**config.mk**
```make
export PLATFORM = sky130hd
export DESIGN_NAME = roll_plan_text_parser_core
export DESIGN_NICKNAME = d
export VERILOG_FILES = /design/src/hdl/rppt_pkg.sv /design/src/hdl/rppt_front.sv /design/src/hdl/rppt_queue.sv /design/src/hdl/rppt_back.sv /design/src/hdl/roll_plan_text_parser_core.sv
export SDC_FILE = /design/constraint.sdc
export NUM_CORES = 1
export LEC_CHECK = 0
export BUFFER_PORTS_ARGS = -buffer_cell sky130_fd_sc_hd__buf_4
export CAP_MARGIN = 5
export CORE_AREA = 2 2 130 132
export CTS_CLUSTER_DIAMETER = 100
export DETAILED_ROUTE_END_ITERATION = 10
export DIE_AREA = 0 0 132 134
export HOLD_SLACK_MARGIN = 0.08
export PLACE_DENSITY = 0.73
export SYNTH_ARGS = -nofsm -noshare
export SYNTH_HDL_FRONTEND = slang
export SYNTH_SLANG_ARGS = --single-unit
```
**constraint.sdc**
```tcl
create_clock -name clk -period 10.6 [get_ports clk]
set_input_delay 3.18 -clock clk [delete_from_list [all_inputs] [get_ports clk]]
set_output_delay 3.18 -clock clk [all_outputs]
set_load 0.02 [all_outputs]
```
**src/hdl/rppt_pkg.sv**
```systemverilog
// rppt_pkg: shared types and character constants for the roll plan text parser
// used by rppt_front, rppt_queue, rppt_back and roll_plan_text_parser_core
// no dependencies

package rppt_pkg;

    localparam logic [7:0] CH_HASH  = 8'h23;
    localparam logic [7:0] CH_PLUS  = 8'h2B;
    localparam logic [7:0] CH_MINUS = 8'h2D;
    localparam logic [7:0] CH_TILDE = 8'h7E;
    localparam logic [7:0] CH_SEMI  = 8'h3B;
    localparam logic [7:0] CH_ZERO  = 8'h30;
    localparam logic [7:0] CH_NINE  = 8'h39;

    localparam logic [9:0]  HEAD_MOD    = 10'd360;
    localparam logic [9:0]  HEAD_MOD_X2 = 10'd720;
    localparam logic [15:0] COUNT_MAX   = 16'hFFFF;
    localparam logic [2:0]  HEAD_DIGITS = 3'd3;
    localparam logic [2:0]  TIME_DIGITS = 3'd4;

    localparam logic [1:0] DIR_CW       = 2'd0;
    localparam logic [1:0] DIR_CCW      = 2'd1;
    localparam logic [1:0] DIR_SHORTEST = 2'd2;

    typedef enum logic [2:0] {
        CC_DIGIT,
        CC_HASH,
        CC_PLUS,
        CC_MINUS,
        CC_TILDE,
        CC_SEMI,
        CC_OTHER
    } char_class_t;

    typedef struct packed {
        char_class_t cls;
        logic [3:0]  digit;
        logic        restart;
    } token_t;

    typedef enum logic [2:0] {
        PH_HASH,
        PH_COUNT,
        PH_DIR,
        PH_HEAD,
        PH_TIME,
        PH_SEMI,
        PH_DONE
    } phase_t;

    typedef struct packed {
        logic        ready;
        logic [1:0]  dir;
        logic [8:0]  head;
        logic [13:0] tms;
        logic [15:0] idx;
        logic        valid;
        logic        err;
    } result_t;

endpackage

```
**src/hdl/rppt_front.sv**
```systemverilog
// rppt_front: classifies each incoming text byte into a token
// depends on rppt_pkg

module rppt_front
    import rppt_pkg::*;
(
    input  logic [7:0] text_byte,
    input  logic       plan_start,
    output token_t     token
);

    logic [7:0] digit_wide;

    assign digit_wide = text_byte - CH_ZERO;

    always_comb
    begin
        token.restart = plan_start;
        token.digit   = digit_wide[3:0];
        case (text_byte) inside
            [CH_ZERO:CH_NINE]: token.cls = CC_DIGIT;
            CH_HASH:           token.cls = CC_HASH;
            CH_PLUS:           token.cls = CC_PLUS;
            CH_MINUS:          token.cls = CC_MINUS;
            CH_TILDE:          token.cls = CC_TILDE;
            CH_SEMI:           token.cls = CC_SEMI;
            default:           token.cls = CC_OTHER;
        endcase
    end

endmodule

```
**src/hdl/rppt_queue.sv**
```systemverilog
// rppt_queue: small token queue between the classifier and the parser
// depends on rppt_pkg

module rppt_queue
    import rppt_pkg::*;
#(
    parameter int DEPTH = 2
)
(
    input  logic   clk,
    input  logic   rst_n,
    input  logic   push,
    input  token_t push_data,
    output logic   full,
    input  logic   pop,
    output logic   not_empty,
    output token_t head_data
);

    localparam int PTR_W = (DEPTH > 1) ? $clog2(DEPTH) : 1;
    localparam int CNT_W = $clog2(DEPTH + 1);
    localparam logic [PTR_W-1:0] PTR_LAST = PTR_W'(DEPTH - 1);
    localparam logic [CNT_W-1:0] CNT_FULL = CNT_W'(DEPTH);

    token_t           mem_reg [DEPTH];
    logic [PTR_W-1:0] wr_ptr_reg;
    logic [PTR_W-1:0] wr_ptr_next;
    logic [PTR_W-1:0] rd_ptr_reg;
    logic [PTR_W-1:0] rd_ptr_next;
    logic [CNT_W-1:0] count_reg;
    logic [CNT_W-1:0] count_next;

    assign full      = (count_reg == CNT_FULL);
    assign not_empty = (count_reg != '0);
    assign head_data = mem_reg[rd_ptr_reg];

    always_comb
    begin
        wr_ptr_next = wr_ptr_reg;
        rd_ptr_next = rd_ptr_reg;
        count_next  = count_reg;
        if (push)
        begin
            wr_ptr_next = (wr_ptr_reg == PTR_LAST) ? '0 : wr_ptr_reg + 1'b1;
        end
        if (pop)
        begin
            rd_ptr_next = (rd_ptr_reg == PTR_LAST) ? '0 : rd_ptr_reg + 1'b1;
        end
        if (push && !pop)
        begin
            count_next = count_reg + 1'b1;
        end
        else if (pop && !push)
        begin
            count_next = count_reg - 1'b1;
        end
    end

    always_ff @(posedge clk or negedge rst_n)
    begin
        if (!rst_n)
        begin
            wr_ptr_reg <= '0;
            rd_ptr_reg <= '0;
            count_reg  <= '0;
        end
        else
        begin
            wr_ptr_reg <= wr_ptr_next;
            rd_ptr_reg <= rd_ptr_next;
            count_reg  <= count_next;
        end
    end

    always_ff @(posedge clk)
    begin
        if (push)
        begin
            mem_reg[wr_ptr_reg] <= push_data;
        end
    end

endmodule

```
**src/hdl/rppt_back.sv**
```systemverilog
// rppt_back: plan parser state machine and registered result stage
// depends on rppt_pkg

module rppt_back
    import rppt_pkg::*;
(
    input  logic    clk,
    input  logic    rst_n,
    input  logic    tok_valid,
    input  token_t  tok,
    output logic    tok_pop,
    output logic    res_valid,
    input  logic    res_stall,
    output result_t res
);

    phase_t      phase_reg, phase_next, phase_cur;
    logic [15:0] expected_reg, expected_next, expected_cur;
    logic [15:0] done_reg, done_next, done_cur, done_inc;
    logic [2:0]  pos_reg, pos_next, pos_cur, pos_inc;
    logic [9:0]  head_reg, head_next, head_cur;
    logic [13:0] time_reg, time_next, time_cur;
    logic [1:0]  dir_reg, dir_next, dir_cur;
    logic        out_valid_reg, out_valid_next;
    result_t     out_reg, out_next;

    logic        fire;
    logic        is_digit;
    logic        is_dir;
    logic [19:0] count_mac;
    logic [9:0]  head_mac;
    logic [13:0] time_mac;
    logic [9:0]  head_mod;

    assign fire    = tok_valid && (!out_valid_reg || !res_stall);
    assign tok_pop = fire;

    // plan_start wipes the parse state before this beat is looked at
    assign phase_cur    = tok.restart ? PH_HASH : phase_reg;
    assign expected_cur = tok.restart ? '0 : expected_reg;
    assign done_cur     = tok.restart ? '0 : done_reg;
    assign pos_cur      = tok.restart ? '0 : pos_reg;
    assign head_cur     = tok.restart ? '0 : head_reg;
    assign time_cur     = tok.restart ? '0 : time_reg;
    assign dir_cur      = tok.restart ? '0 : dir_reg;

    assign is_digit = (tok.cls == CC_DIGIT);
    assign is_dir   = (tok.cls == CC_PLUS) || (tok.cls == CC_MINUS) || (tok.cls == CC_TILDE);
    assign done_inc = done_cur + 16'd1;
    assign pos_inc  = pos_cur + 3'd1;

    // x10 as shift-add
    assign count_mac = ({4'b0, expected_cur} << 3) + ({4'b0, expected_cur} << 1)
                     + {16'b0, tok.digit};
    assign head_mac  = (head_cur << 3) + (head_cur << 1) + {6'b0, tok.digit};
    assign time_mac  = (time_cur << 3) + (time_cur << 1) + {10'b0, tok.digit};

    // heading is below 1000, so at most two subtractions of 360
    always_comb
    begin
        if (head_cur >= HEAD_MOD_X2)
        begin
            head_mod = head_cur - HEAD_MOD_X2;
        end
        else if (head_cur >= HEAD_MOD)
        begin
            head_mod = head_cur - HEAD_MOD;
        end
        else
        begin
            head_mod = head_cur;
        end
    end

    always_comb
    begin
        case (phase_cur)
            PH_HASH:
            begin
                phase_next = (tok.cls == CC_HASH) ? PH_COUNT : PH_DONE;
            end
            PH_COUNT:
            begin
                if (is_digit)
                begin
                    phase_next = PH_COUNT;
                end
                else
                begin
                    phase_next = (expected_cur == '0) ? PH_DONE : PH_DIR;
                end
            end
            PH_DIR:
            begin
                phase_next = is_dir ? PH_HEAD : PH_DONE;
            end
            PH_HEAD:
            begin
                if (!is_digit)
                begin
                    phase_next = PH_DONE;
                end
                else
                begin
                    phase_next = (pos_inc >= HEAD_DIGITS) ? PH_TIME : PH_HEAD;
                end
            end
            PH_TIME:
            begin
                if (!is_digit)
                begin
                    phase_next = PH_DONE;
                end
                else
                begin
                    phase_next = (pos_inc >= TIME_DIGITS) ? PH_SEMI : PH_TIME;
                end
            end
            PH_SEMI:
            begin
                if (tok.cls != CC_SEMI)
                begin
                    phase_next = PH_DONE;
                end
                else
                begin
                    phase_next = (done_inc >= expected_cur) ? PH_DONE : PH_DIR;
                end
            end
            default:
            begin
                phase_next = PH_DONE;
            end
        endcase
    end

    always_comb
    begin
        expected_next = expected_cur;
        done_next     = done_cur;
        pos_next      = pos_cur;
        head_next     = head_cur;
        time_next     = time_cur;
        dir_next      = dir_cur;
        out_next      = '0;
        case (phase_cur)
            PH_HASH:
            begin
                if (tok.cls == CC_HASH)
                begin
                    expected_next = '0;
                    done_next     = '0;
                end
                else
                begin
                    out_next.err = 1'b1;
                end
            end
            PH_COUNT:
            begin
                if (is_digit)
                begin
                    expected_next = (count_mac > {4'b0, COUNT_MAX}) ? COUNT_MAX
                                                                    : count_mac[15:0];
                end
                else if (expected_cur == '0)
                begin
                    out_next.valid = 1'b1;
                end
            end
            PH_DIR:
            begin
                if (is_dir)
                begin
                    case (tok.cls)
                        CC_PLUS:  dir_next = DIR_CW;
                        CC_MINUS: dir_next = DIR_CCW;
                        default:  dir_next = DIR_SHORTEST;
                    endcase
                    pos_next  = '0;
                    head_next = '0;
                    time_next = '0;
                end
                else
                begin
                    out_next.err = 1'b1;
                end
            end
            PH_HEAD:
            begin
                if (!is_digit)
                begin
                    out_next.err = 1'b1;
                end
                else
                begin
                    head_next = head_mac;
                    pos_next  = (pos_inc >= HEAD_DIGITS) ? '0 : pos_inc;
                end
            end
            PH_TIME:
            begin
                if (!is_digit)
                begin
                    out_next.err = 1'b1;
                end
                else
                begin
                    time_next = time_mac;
                    pos_next  = (pos_inc >= TIME_DIGITS) ? '0 : pos_inc;
                end
            end
            PH_SEMI:
            begin
                if (tok.cls == CC_SEMI)
                begin
                    out_next.ready = 1'b1;
                    out_next.dir   = dir_cur;
                    out_next.head  = head_mod[8:0];
                    out_next.tms   = time_cur;
                    out_next.idx   = done_cur;
                    done_next      = done_inc;
                    out_next.valid = (done_inc >= expected_cur);
                end
                else
                begin
                    out_next.err = 1'b1;
                end
            end
            default:
            begin
                out_next = '0;
            end
        endcase
    end

    always_comb
    begin
        if (fire)
        begin
            out_valid_next = 1'b1;
        end
        else
        begin
            out_valid_next = out_valid_reg && res_stall;
        end
    end

    always_ff @(posedge clk or negedge rst_n)
    begin
        if (!rst_n)
        begin
            phase_reg     <= PH_HASH;
            expected_reg  <= '0;
            done_reg      <= '0;
            pos_reg       <= '0;
            head_reg      <= '0;
            time_reg      <= '0;
            dir_reg       <= '0;
            out_valid_reg <= 1'b0;
        end
        else
        begin
            out_valid_reg <= out_valid_next;
            if (fire)
            begin
                phase_reg    <= phase_next;
                expected_reg <= expected_next;
                done_reg     <= done_next;
                pos_reg      <= pos_next;
                head_reg     <= head_next;
                time_reg     <= time_next;
                dir_reg      <= dir_next;
            end
        end
    end

    always_ff @(posedge clk)
    begin
        if (fire)
        begin
            out_reg <= out_next;
        end
    end

    assign res_valid = out_valid_reg;
    assign res       = out_reg;

endmodule

```
**src/hdl/roll_plan_text_parser_core.sv**
```systemverilog
// roll plan text parser: one text byte per beat, one result beat per input beat
// path from input accept to result valid: queue slot, then result register
// throughput: 1 beat per cycle while out_stall is low, set by the parser step in rppt_back
// reset: parser waits for '#', queue empty, no result pending
// depends on rppt_pkg, rppt_front, rppt_queue, rppt_back

module roll_plan_text_parser_core
    import rppt_pkg::*;
#(
    parameter int QUEUE_DEPTH = 2
)
(
    input  logic        clk,
    input  logic        rst_n,
    input  logic        in_valid,
    output logic        in_stall,
    input  logic [7:0]  text_byte,
    input  logic        plan_start,
    output logic        out_valid,
    input  logic        out_stall,
    output logic        command_ready,
    output logic [1:0]  turn_direction,
    output logic [8:0]  heading_deg,
    output logic [13:0] roll_time_ms,
    output logic [15:0] command_index,
    output logic        plan_valid,
    output logic        plan_error
);

    token_t  front_tok;
    token_t  queue_tok;
    logic    queue_full;
    logic    queue_not_empty;
    logic    queue_pop;
    result_t res;

    rppt_front u_front (
        .text_byte  (text_byte),
        .plan_start (plan_start),
        .token      (front_tok)
    );

    rppt_queue #(
        .DEPTH (QUEUE_DEPTH)
    ) u_queue (
        .clk       (clk),
        .rst_n     (rst_n),
        .push      (in_valid && !queue_full),
        .push_data (front_tok),
        .full      (queue_full),
        .pop       (queue_pop),
        .not_empty (queue_not_empty),
        .head_data (queue_tok)
    );

    rppt_back u_back (
        .clk       (clk),
        .rst_n     (rst_n),
        .tok_valid (queue_not_empty),
        .tok       (queue_tok),
        .tok_pop   (queue_pop),
        .res_valid (out_valid),
        .res_stall (out_stall),
        .res       (res)
    );

    assign in_stall       = queue_full;
    assign command_ready  = res.ready;
    assign turn_direction = res.dir;
    assign heading_deg    = res.head;
    assign roll_time_ms   = res.tms;
    assign command_index  = res.idx;
    assign plan_valid     = res.valid;
    assign plan_error     = res.err;

endmodule

```
==> results of run 1 <==
-- layer usage --
metal,up-vias,share of wire
li1,3409,-
met1,3296,0.49
met2,177,0.45
met3,25,0.044
met4,0,0.013
met5,-,0
-- power by group --
part,total [W],internal [W],leakage (nW),switching (W)
combinational,0.000518,0.000176,2.96,0.000341
sequential,0.000694,0.000631,1.53,0.0000636
clock,0.000546,0.000328,0.266,0.000218
-- cell families after synthesis --
family / after synthesis
adder cells (fa/ha/maj): 96
AO/OA/AOI/OAI: 228
buffers and inverters: 81
multiplexers: 9
XOR/XNOR: 57
AND/OR/NAND/NOR: 304
flip-flops: 129
-- worst max path at each step --
stage                                  start  slack, ps  cells after the start                     end
after floorplan                    out_stall       4700                      6      u_back.head_reg[4]
after global placement             out_stall       5290                      9     u_back.done_reg[14]
after detailed placement           out_stall       5240                      9     u_back.done_reg[15]
after CTS                 u_queue.rd_ptr_reg       5520                     14  u_back.expected_reg[1]
after global routing      u_queue.rd_ptr_reg       5230                     15  u_back.expected_reg[1]
final                     u_queue.rd_ptr_reg       5520                     14  u_back.expected_reg[1]
-- worst min-delay path: cells and delay by family, from the launching register on --
family	cells	cell delay (ps)
compound gates	1	60
flops	1	340
simple gates	1	50
-- through the flow --
stage	hold WS, ps	setup WS (ps)	total power (W)	instances	util
2_1_floorplan	440	4700	0.00104	904	-
3_3_place_gp	471	5290	0.00121	1157	0.579
3_5_place_dp	480	5240	0.00122	1157	0.579
4_1_cts	492	5520	0.00177	1189	0.613
5_1_grt	522	5230	0.00184	1189	0.613
6_report	487	5520	0.00176	1189	0.613
-- layout make-up --
cell class,instances,area share
Tap cell,220,0.0276
Clock inverter,12,0.0112
Inverter,52,0.0196
Timing Repair Buffer,62,0.0466
Clock buffer,20,0.0447
Multi-Input combinational cell,694,0.497
Sequential cell,129,0.353
-- layout by cell type (no fill, tap or decap), types with 9 or more instances in the layout --
cell       count
ha_1          91
nand4_1       10
edfxtp_1      60
a21o_1        17
a22oi_1       13
inv_1         51
xor2_1        21
nor3_1        11
xnor2_1       36
buf_4         62
and2_1        43
a211oi_1       9
nor2_1        69
a22o_1        25
o21ai_2       10
nand2_1       95
nand3_1       19
a21oi_1       37
o21ai_0       50
clkbuf_16     17
dfrtp_1       69
==> reports/metrics.cfg, run 1 <==
[outcome]
status=finished clean

[setup_path]
crit_buf_inv=2
crit_family=compound AO/OA/AOI/OAI gates
required_ps=10870
cp_slowest_cell=dfrtp_1
cp_max_fo=63
max_stage_delay_ps=750
rr_worst_depth=14
worstSetupPathType=flop to flop
arrival_ps=5350
regToRegStartpoint=u_queue.rd_ptr_reg
crit_chain=mux2i_4 -> buf_4 -> nand2_1 -> xor2_1 -> ha_1 -> ha_1 -> a211oi_1 -> o211a_1 -> or4_4 -> a31oi_4 -> or3_2 -> a2111oi_4 -> buf_4 -> o21ai_0
reg2reg_to=u_back.expected_reg[1]
endpoint_kind=flop
r2r_slack_ps=5520
startpoint_type=flop

[hold_path]
hp-start=u_back.time_reg[5]
min_to=u_back.time_reg[5]
whs_path_depth=2
hp-class=flop to flop

[cells_and_area]
multi_input_comb_area_um2=4960
diodes=0
largest_reg_flops=44
nFillCells=1378
seq_area_um2=3530
nNetsFinal=1065
area_growth_pct=13.5
layout-drive-gt1-share=0.129
final_area_um2=9980

[sta]
fin_crit_ps=5080
fin_skew_ps=9.57
tns_ps=0
slew_violations=0
fmax_mhz=197
fin_crit_sh=0.479
finalSetupViolations=0
rsz0062_at_grt=no
slew_headroom=0.261
max_slew.worst_pin.slew_ps=1100
hold_viol_final=0

[yosys]
synth_top_area_share=0.205
synth_xor_area_frac=0.0567
synthCells=904
synth_seq_cells=129
yosys.area_share.simple=0.171
synth_area_um2=8800
synth_top_family_by_area=compound AO/OA/AOI/OAI gates
synth_cell_types=76
synth_edf_count=60
synth_common_cells=nand2_1 (95), ha_1 (91), dfrtp_1 (69), nor2_1 (69), edfxtp_1 (60)
synth_area_leader_cell=edfxtp_1
synth-compound-area-share=0.183
synth_ff_type=dfrtp_1
yosys_warnings=0
synthArstFlopShare=0.535
seq_area_frac_synth=0.401
synthMuxAreaShare=0.0107
syn_area_per_cell_um2=9.73
post_synth_main_area_contributors=edfxtp_1 (20%), dfrtp_1 (20%), ha_1 (13%)
synth_nets=1013
synthAdderAreaFrac=0.141
synth_most_common_cell=nand2_1

[clock_network]
postCtsSetupBuffers=0
cts_hold_buf=0
cts.htree.levels=4
cts_buffers=17
clkTransAtPathRegs_ps=50
cts_resized=0
tritoncts=yes
root_buffer=clkbuf_16
clock-sinks=129
clockBufferDepth=2
clk_latency_ps=430

[floorplanning]
dieArea_um2=17700
core-area_um2=16300
start_util=0.540
dieWidth_um=132
num_io_pins=59
die_h_um=134
num_rows=47

[place]
hpwl_um=13800
portBuffers=58
gp_congestion=0.856
place_area_um2=9420

[routing]
antenna_left=0
vias=6907
viasPerCell=5.81
drt_first_pass_iters=6
wl_um=19000
wire_per_inst_um=16.0
first_iter_violations=583
drc=0

[grt]
grtUsageMet1=0.326
track_usage=0.227
antenna_found_initial=0
gr-usage-met3=0.0397
busiest_layer=met2
grt_pass1_vias=6716
grt_pass1_wl_um=32400
grt_overflow=0
grt.met2_usage=0.349
grt_max_degree=70

[power]
p_leak_nw=4.76
power.density_nw_per_um2=176
vdd_ir_drop_max_mv=0.149

[run]
drv_cap=0

No activity file was read; power rests on OpenSTA's default activity.
==> inputs of run 2 (changes only) <==
- ABC_AREA: default -> 1
- CORE_AREA: 2 2 130 132 -> 2 2 139 141
- DIE_AREA: 0 0 132 134 -> 0 0 141 143
- PLACE_DENSITY: 0.73 -> 0.72
- clock period: 10.6 -> 5 ns (I/O delays scaled with it)
==> run 2 against run 1 <==
Net effect: register-to-register slack got worse by 5000 ps; critical path depth rose by 8; clock power rose to 2.6 times the previous value; cell area rose by 14%; sequential power rose to 2.6 times the previous value; worst setup slack got worse by 5000 ps; synthesized cell count rose by 51%; maximum frequency rose by 13%; die area rose by 14%; clock skew fell by 0.65 ps; global-route usage rose by 2.4 points; critical endpoint is now u_back.expected_reg[12]; largest cell class unchanged.
==> reports/metrics.cfg, run 2 <==
[setup_path]
worstSetupPathType=flop to flop
cp_max_fo=31  ; -51%
crit_buf_inv=3  ; +1
r2r_slack_ps=510  ; -5000 ps
endpoint_kind=flop
crit_family=simple AND/OR/NAND/NOR gates
reg2reg_to=u_back.expected_reg[12]
arrival_ps=4790  ; -560 ps
crit_chain=inv_2 -> nand2_2 -> nand2_4 -> nand2_1 -> inv_1 -> nand2_1 -> nand2_1 -> inv_1 -> ha_1 -> fa_1 -> nand2_1 -> nand2_1 -> nand3_1 -> nand2_1 -> nand2_1 -> nand2_1 -> nand2_1 -> nand2_1 -> nor2_1 -> nand2_1 -> o21ai_0 -> a21oi_1
required_ps=5300  ; -5570 ps
cp_slowest_cell=dfrtp_1
max_stage_delay_ps=520  ; -230 ps
crit_top_cell=nand2_1
regToRegStartpoint=u_queue.rd_ptr_reg
startpoint_type=flop
rr_worst_depth=22  ; +8

[yosys]
synth_area_um2=10100  ; +15%
synth_top_area_share=0.178  ; -0.0270
yosys.area_share.simple=0.273  ; +0.102
synth_common_cells=nand2_1 (318), inv_1 (211), nor2_1 (137), a21oi_1 (112), ha_1 (91)
synthMuxAreaShare=0  ; -0.0107
synth_seq_cells=129  ; unchanged
yosys_warnings=0  ; unchanged
synth-compound-area-share=0.123  ; -0.0598
synthArstFlopShare=0.535  ; unchanged
synth_ff_type=dfrtp_1
synth_cell_types=49  ; -36%
synth_area_leader_cell=edfxtp_1
synth_top_family_by_area=simple AND/OR/NAND/NOR gates
synth_xor_area_frac=0.0311  ; -0.0256
synth_most_common_cell=nand2_1
post_synth_main_area_contributors=edfxtp_1 (18%), dfrtp_1 (17%), nand2_1 (12%)
synthCells=1362  ; +51%
synth_nets=1471  ; +45%
synthAdderAreaFrac=0.122  ; -0.0186
syn_area_per_cell_um2=7.44  ; -24%
synth_edf_count=60  ; unchanged
seq_area_frac_synth=0.348  ; -0.0528

[clock_network]
root_buffer=clkbuf_16
cts.htree.levels=4  ; unchanged
clk_latency_ps=430  ; about the same
postCtsSetupBuffers=0  ; unchanged
clockBufferDepth=2  ; unchanged
cts_hold_buf=0  ; unchanged
clkTransAtPathRegs_ps=60  ; about the same
cts_resized=0  ; unchanged
clock-sinks=129  ; unchanged
cts_buffers=17  ; unchanged
tritoncts=yes

[hold_path]
whs_path_depth=2  ; unchanged
min_to=u_back.pos_reg[1]
hp-start=u_back.pos_reg[1]
hp-class=flop to flop

[place]
gp_congestion=0.892  ; +4.2%
place_area_um2=10700  ; +14%
hpwl_um=17500  ; +27%
portBuffers=58  ; unchanged

[routing]
vias=9013  ; +30%
viasPerCell=5.44  ; -6.4%
met2_length_um=11000  ; +29%
wire_per_inst_um=14.7  ; -8.1%
wl_um=24400  ; +28%
routed.top_layer=met4
first_iter_violations=739  ; +27%
drt-met1-wl_um=11800  ; +26%
antenna_left=0  ; unchanged
drt_first_pass_iters=7  ; +1
drc=0  ; unchanged
routed-wl-met3_um=1170  ; +38%

[power]
power.density_nw_per_um2=715  ; +310%
vdd_ir_drop_max_mv=0.298  ; +100%
p_leak_nw=5.73  ; +21%

[grt]
antenna_found_initial=0  ; unchanged
grt_pass1_vias=8411  ; +25%
grt_overflow=0  ; unchanged
track_usage=0.251  ; +0.0244
grt_max_degree=102  ; +46%
grt_pass1_wl_um=40800  ; +26%

[sta]
tns_ps=0  ; unchanged
fin_skew_ps=8.92  ; -0.650 ps
finalSetupViolations=0  ; unchanged
rsz0062_at_grt=no
slew_headroom=0.371  ; +0.110
slew_violations=0  ; unchanged
hold_viol_final=0  ; unchanged
fin_crit_ps=4490  ; -597 ps
max_slew.worst_pin.slew_ps=944  ; -157 ps
fmax_mhz=223  ; +13%
fin_crit_sh=0.897  ; +0.418

[floorplanning]
die_h_um=143  ; +6.7%
dieWidth_um=141  ; +6.8%
dieArea_um2=20200  ; +14%
num_io_pins=59  ; unchanged
core-area_um2=18600  ; +14%
num_rows=50  ; +6.4%
start_util=0.545  ; +0.00526

[cells_and_area]
nFillCells=1677  ; +22%
layout_common_cells=nand2_1 (318), inv_1 (210), nor2_1 (137)
layout-drive-gt1-share=0.121  ; -0.00821
nNetsFinal=1520  ; +43%
diodes=0  ; unchanged
final_area_um2=11400  ; +14%
layout_commonest_cell=nand2_1
area_growth_pct=12.4
largest_reg_flops=44  ; unchanged

[run]
drv_cap=0  ; unchanged

[outcome]
status=finished clean

-- run 2: cell count changes in the layout (fill, tap and decap cells not counted), sizes merged, moves of 18 or more --
cell	before	now
nand2	95	340
inv	53	225
nor2	69	158
a21oi	38	113
nand3	19	66
and2	43	0
a22o	25	0
xnor2	36	13
a21o	18	0
-- run 2: cell type report --
type                    instances  area [µm²]  area share
inverters                     224         842      0.0739
clock buffers                  19         453      0.0398
clock inverters                13         206      0.0181
repair buffers                 63         485      0.0426
multi-input cells             976        5580       0.490
well taps                     234         293      0.0257
flip-flops and latches        129        3530       0.310
-- run 2: worst reg2reg max path, delay by kind of cell, from the launching register on --
| family | cells | cell delay, ps |
|---|---|---|
| adders and majority gates | 2 | 780 |
| and+or+nand+nor | 15 | 2310 |
| buffers and inverters | 3 | 410 |
| AOI/OAI and AO/OA | 2 | 350 |
| DFF | 1 | 520 |
-- run 2: where the power goes --
part | switching, W | leakage (nW) | internal (W)
sequential | 0.000209 | 1.42 | 0.00156
combinational | 0.00331 | 3.98 | 0.00166
clock | 0.000485 | 0.321 | 0.000912
total | 0.00400 | 5.73 | 0.00414
-- run 2: per-stage QoR --
step / worst slack [ps] / hold slack (ps) / utilization / total power, W / std cells
after floorplan: 1100 / 449 / - / 0.00552 / 1362
after global placement: 708 / 461 / 0.577 / 0.00660 / 1626
after detailed placement: 575 / 466 / 0.577 / 0.00668 / 1626
after CTS: 572 / 484 / 0.613 / 0.00811 / 1658
after global routing: 60.1 / 516 / 0.613 / 0.00888 / 1658
final: 515 / 486 / 0.613 / 0.00814 / 1658
-- run 2: logic make-up after synthesis --
| group | after synthesis |
|---|---|
| xor gates and xnor gates | 36 |
| DFF | 129 |
| buffers and inverters | 257 |
| and+or+nand+nor | 617 |
| adders and majority gates | 96 |
| AOI/OAI and AO/OA | 227 |
-- run 2: how the worst max path moves through the flow --
stage / from / to / slack (ps) / depth (start not counted)
detailed placement: u_queue.rd_ptr_reg / u_back.expected_reg[12] / 580 / 22
global route: u_queue.rd_ptr_reg / u_back.expected_reg[12] / 60 / 24
finish: u_queue.rd_ptr_reg / u_back.expected_reg[12] / 510 / 22
global placement: u_queue.rd_ptr_reg / u_back.expected_reg[12] / 710 / 22
floorplan: out_stall / u_back.time_reg[10] / 1100 / 7
CTS: u_queue.rd_ptr_reg / u_back.expected_reg[12] / 570 / 22
-- run 2: metal layers --
metal	GRT usage	vias up
met5	0	-
met4	0.0653	0
met3	0.0406	29
met2	0.403	269
met1	0.357	4199
li1	-	4516
==> inputs of run 3 (changes only) <==
- GPL_TIMING_DRIVEN: default -> 0
==> run 3 against run 2 <==
Net effect: cell area increased by 0.86%; non-clock buffer count increased by 29; clock skew increased by 10 ps; register-to-register slack improved by 190 ps; cell count increased by 1.7%; critical path type unchanged; critical endpoint is now u_back.time_reg[12].
==> reports/metrics.cfg, run 3 (synthesis results as in run 2) <==
[setup_path]
required_ps=5360  ; +60 ps
cp_slowest_cell=clkbuf_1
arrival_ps=4660  ; -130 ps
cp_max_fo=10  ; -68%
regToRegStartpoint=u_queue.rd_ptr_reg
crit_top_cell=nand2_1
endpoint_kind=flop
crit_chain=inv_2 -> nand2_2 -> nand2_4 -> buf_6 -> buf_6 -> clkbuf_1 -> nor2_1 -> inv_1 -> fa_1 -> fa_1 -> o21ai_0 -> nand3_1 -> nand2_1 -> a21oi_1 -> xor2_1 -> o21ai_1 -> nand2_1 -> nand2_1
startpoint_type=flop
crit_family=buffers and inverters
crit_buf_inv=5  ; +2
max_stage_delay_ps=530  ; about the same
startpoint=u_queue.rd_ptr_reg
worstSetupPathType=flop to flop

[place]
portBuffers=58  ; unchanged
dpl.cell_count=1655  ; +1.8%
place_ws_ps=792  ; +217 ps
hpwl_um=20100  ; +15%
place_area_um2=10900  ; +1.4%
gp_congestion=0.922  ; +3.3%

[routing]
viasPerCell=5.47  ; +0.65%
vias=9230  ; +2.4%
drt_first_pass_iters=5  ; -2
first_iter_violations=850  ; +15%
drc=0  ; unchanged
wl_um=27100  ; +11%
antenna_left=0  ; unchanged
wire_per_inst_um=16.1  ; +9.4%

[sta]
rsz0062_at_grt=no
slew_violations=0  ; unchanged
fmax_mhz=233  ; +4.5%
tns_ps=0  ; unchanged
slew_headroom=0.360  ; -0.0109
fin_crit_ps=4290  ; -192 ps
fin_crit_sh=0.859  ; -0.0384
fin_skew_ps=19.1  ; +10.2 ps
finalSetupViolations=0  ; unchanged
max_slew.worst_pin.slew_ps=960  ; +16.3 ps
setup_ws_ps=707  ; +192 ps
hold_viol_final=0  ; unchanged

[cells_and_area]
area_growth_pct=13.3
final_area_um2=11500  ; +0.86%
largest_reg_flops=44  ; unchanged
layout_commonest_cell=nand2_1
stdcell_count=1687  ; +1.7%
nNetsFinal=1549  ; +1.9%
diodes=0  ; unchanged
layout_common_cells=nand2_1 (318), inv_1 (211), nor2_1 (137)
nFillCells=1693  ; +0.95%
layout-drive-gt1-share=0.126  ; +0.00516

[clock_network]
cts_buffers=17  ; unchanged
clock-sinks=129  ; unchanged
clk_latency_ps=430  ; about the same
postCtsSetupBuffers=0  ; unchanged
cts_hold_buf=0  ; unchanged
clockBufferDepth=2  ; unchanged
cts.htree.levels=4  ; unchanged
clkTransAtPathRegs_ps=70  ; about the same
cts_resized=0  ; unchanged
root_buffer=clkbuf_16
tritoncts=yes

[grt]
grt_max_degree=70  ; -31%
track_usage=0.282  ; +0.0306
grt_overflow=0  ; unchanged
antenna_found_initial=0  ; unchanged
grt_pass1_wl_um=44600  ; +9.4%
grt_pass1_vias=8970  ; +6.6%

[power]
switchingPower_w=0.00418  ; +4.4%
p_leak_nw=5.78  ; +0.80%
power.density_nw_per_um2=721  ; +0.93%
power_frac_clock=0.156  ; -0.016
swShare=0.504  ; +0.0127
p_comb_frac=0.633  ; +0.022
internal_power_w=0.00411  ; -0.75%
seqPwrFrac=0.211  ; -0.006
vdd_ir_drop_max_mv=0.391  ; +31%
total_power_w=0.00828  ; +1.8%

[floorplanning]
num_rows=50  ; unchanged
core-area_um2=18600  ; unchanged
dieWidth_um=141  ; unchanged
die_h_um=143  ; unchanged
num_io_pins=59  ; unchanged
dieArea_um2=20200  ; unchanged
start_util=0.545  ; unchanged

[hold_path]
hp-class=flop to flop
hp-start=u_back.time_reg[10]

[run]
drv_cap=0  ; unchanged

[outcome]
status=finished clean

## run 3: cell type report
cell class	instances	area, µm²	share of cell area
Sequential cell	129	3530	0.307
Inverter	224	841	0.0732
Timing Repair Buffer	59	455	0.0397
Tap cell	234	293	0.0255
Clock buffer	19	443	0.0386
Clock inverter	13	160	0.0139
Buffer	33	196	0.0171
Multi-Input combinational cell	976	5570	0.485
## run 3: tightest hold or removal path, cell delays in order, from the launching register on
cell     delay [ps]
dfrtp_1         340
nand2_1          50
nand2_1          60
## run 3: power by group through the flow
stage	Clock (W)	Combinational [W]	Sequential, W
floorplan	0	0.00364	0.00189
global placement	0	0.00503	0.00176
detailed placement	0	0.00515	0.00176
CTS	0.00130	0.00518	0.00174
global route	0.00134	0.00586	0.00179
finish	0.00129	0.00525	0.00174
## run 3: per-layer routing
metal / GRT usage / vias to the layer above / wire, µm
li1: - / 4589 / -
met1: 0.381 / 4213 / 12200
met2: 0.454 / 363 / 12200
met3: 0.0516 / 65 / 2020
met4: 0.107 / 0 / 748
met5: 0 / - / 0
## run 3: path summary, 6_finish.rpt
check	end	slack [ps]	cells after the start
worst max-delay path	u_back.time_reg[12]	710	18
worst min-delay path	u_back.time_reg[10]	490	2
worst max register to register	u_back.time_reg[12]	710	18
worst min register to register	u_back.time_reg[10]	490	2
max in group asynchronous	u_back.done_reg[0]	3150	1
min in group asynchronous	u_queue.rd_ptr_reg	1220	1
## run 3: metrics by stage
stage / hold slack [ps] / util
after global routing: 502 / 0.618
after global placement: 462 / 0.585
after floorplan: 449 / -
after detailed placement: 467 / 0.586
after CTS: 487 / 0.618
final: 486 / 0.618
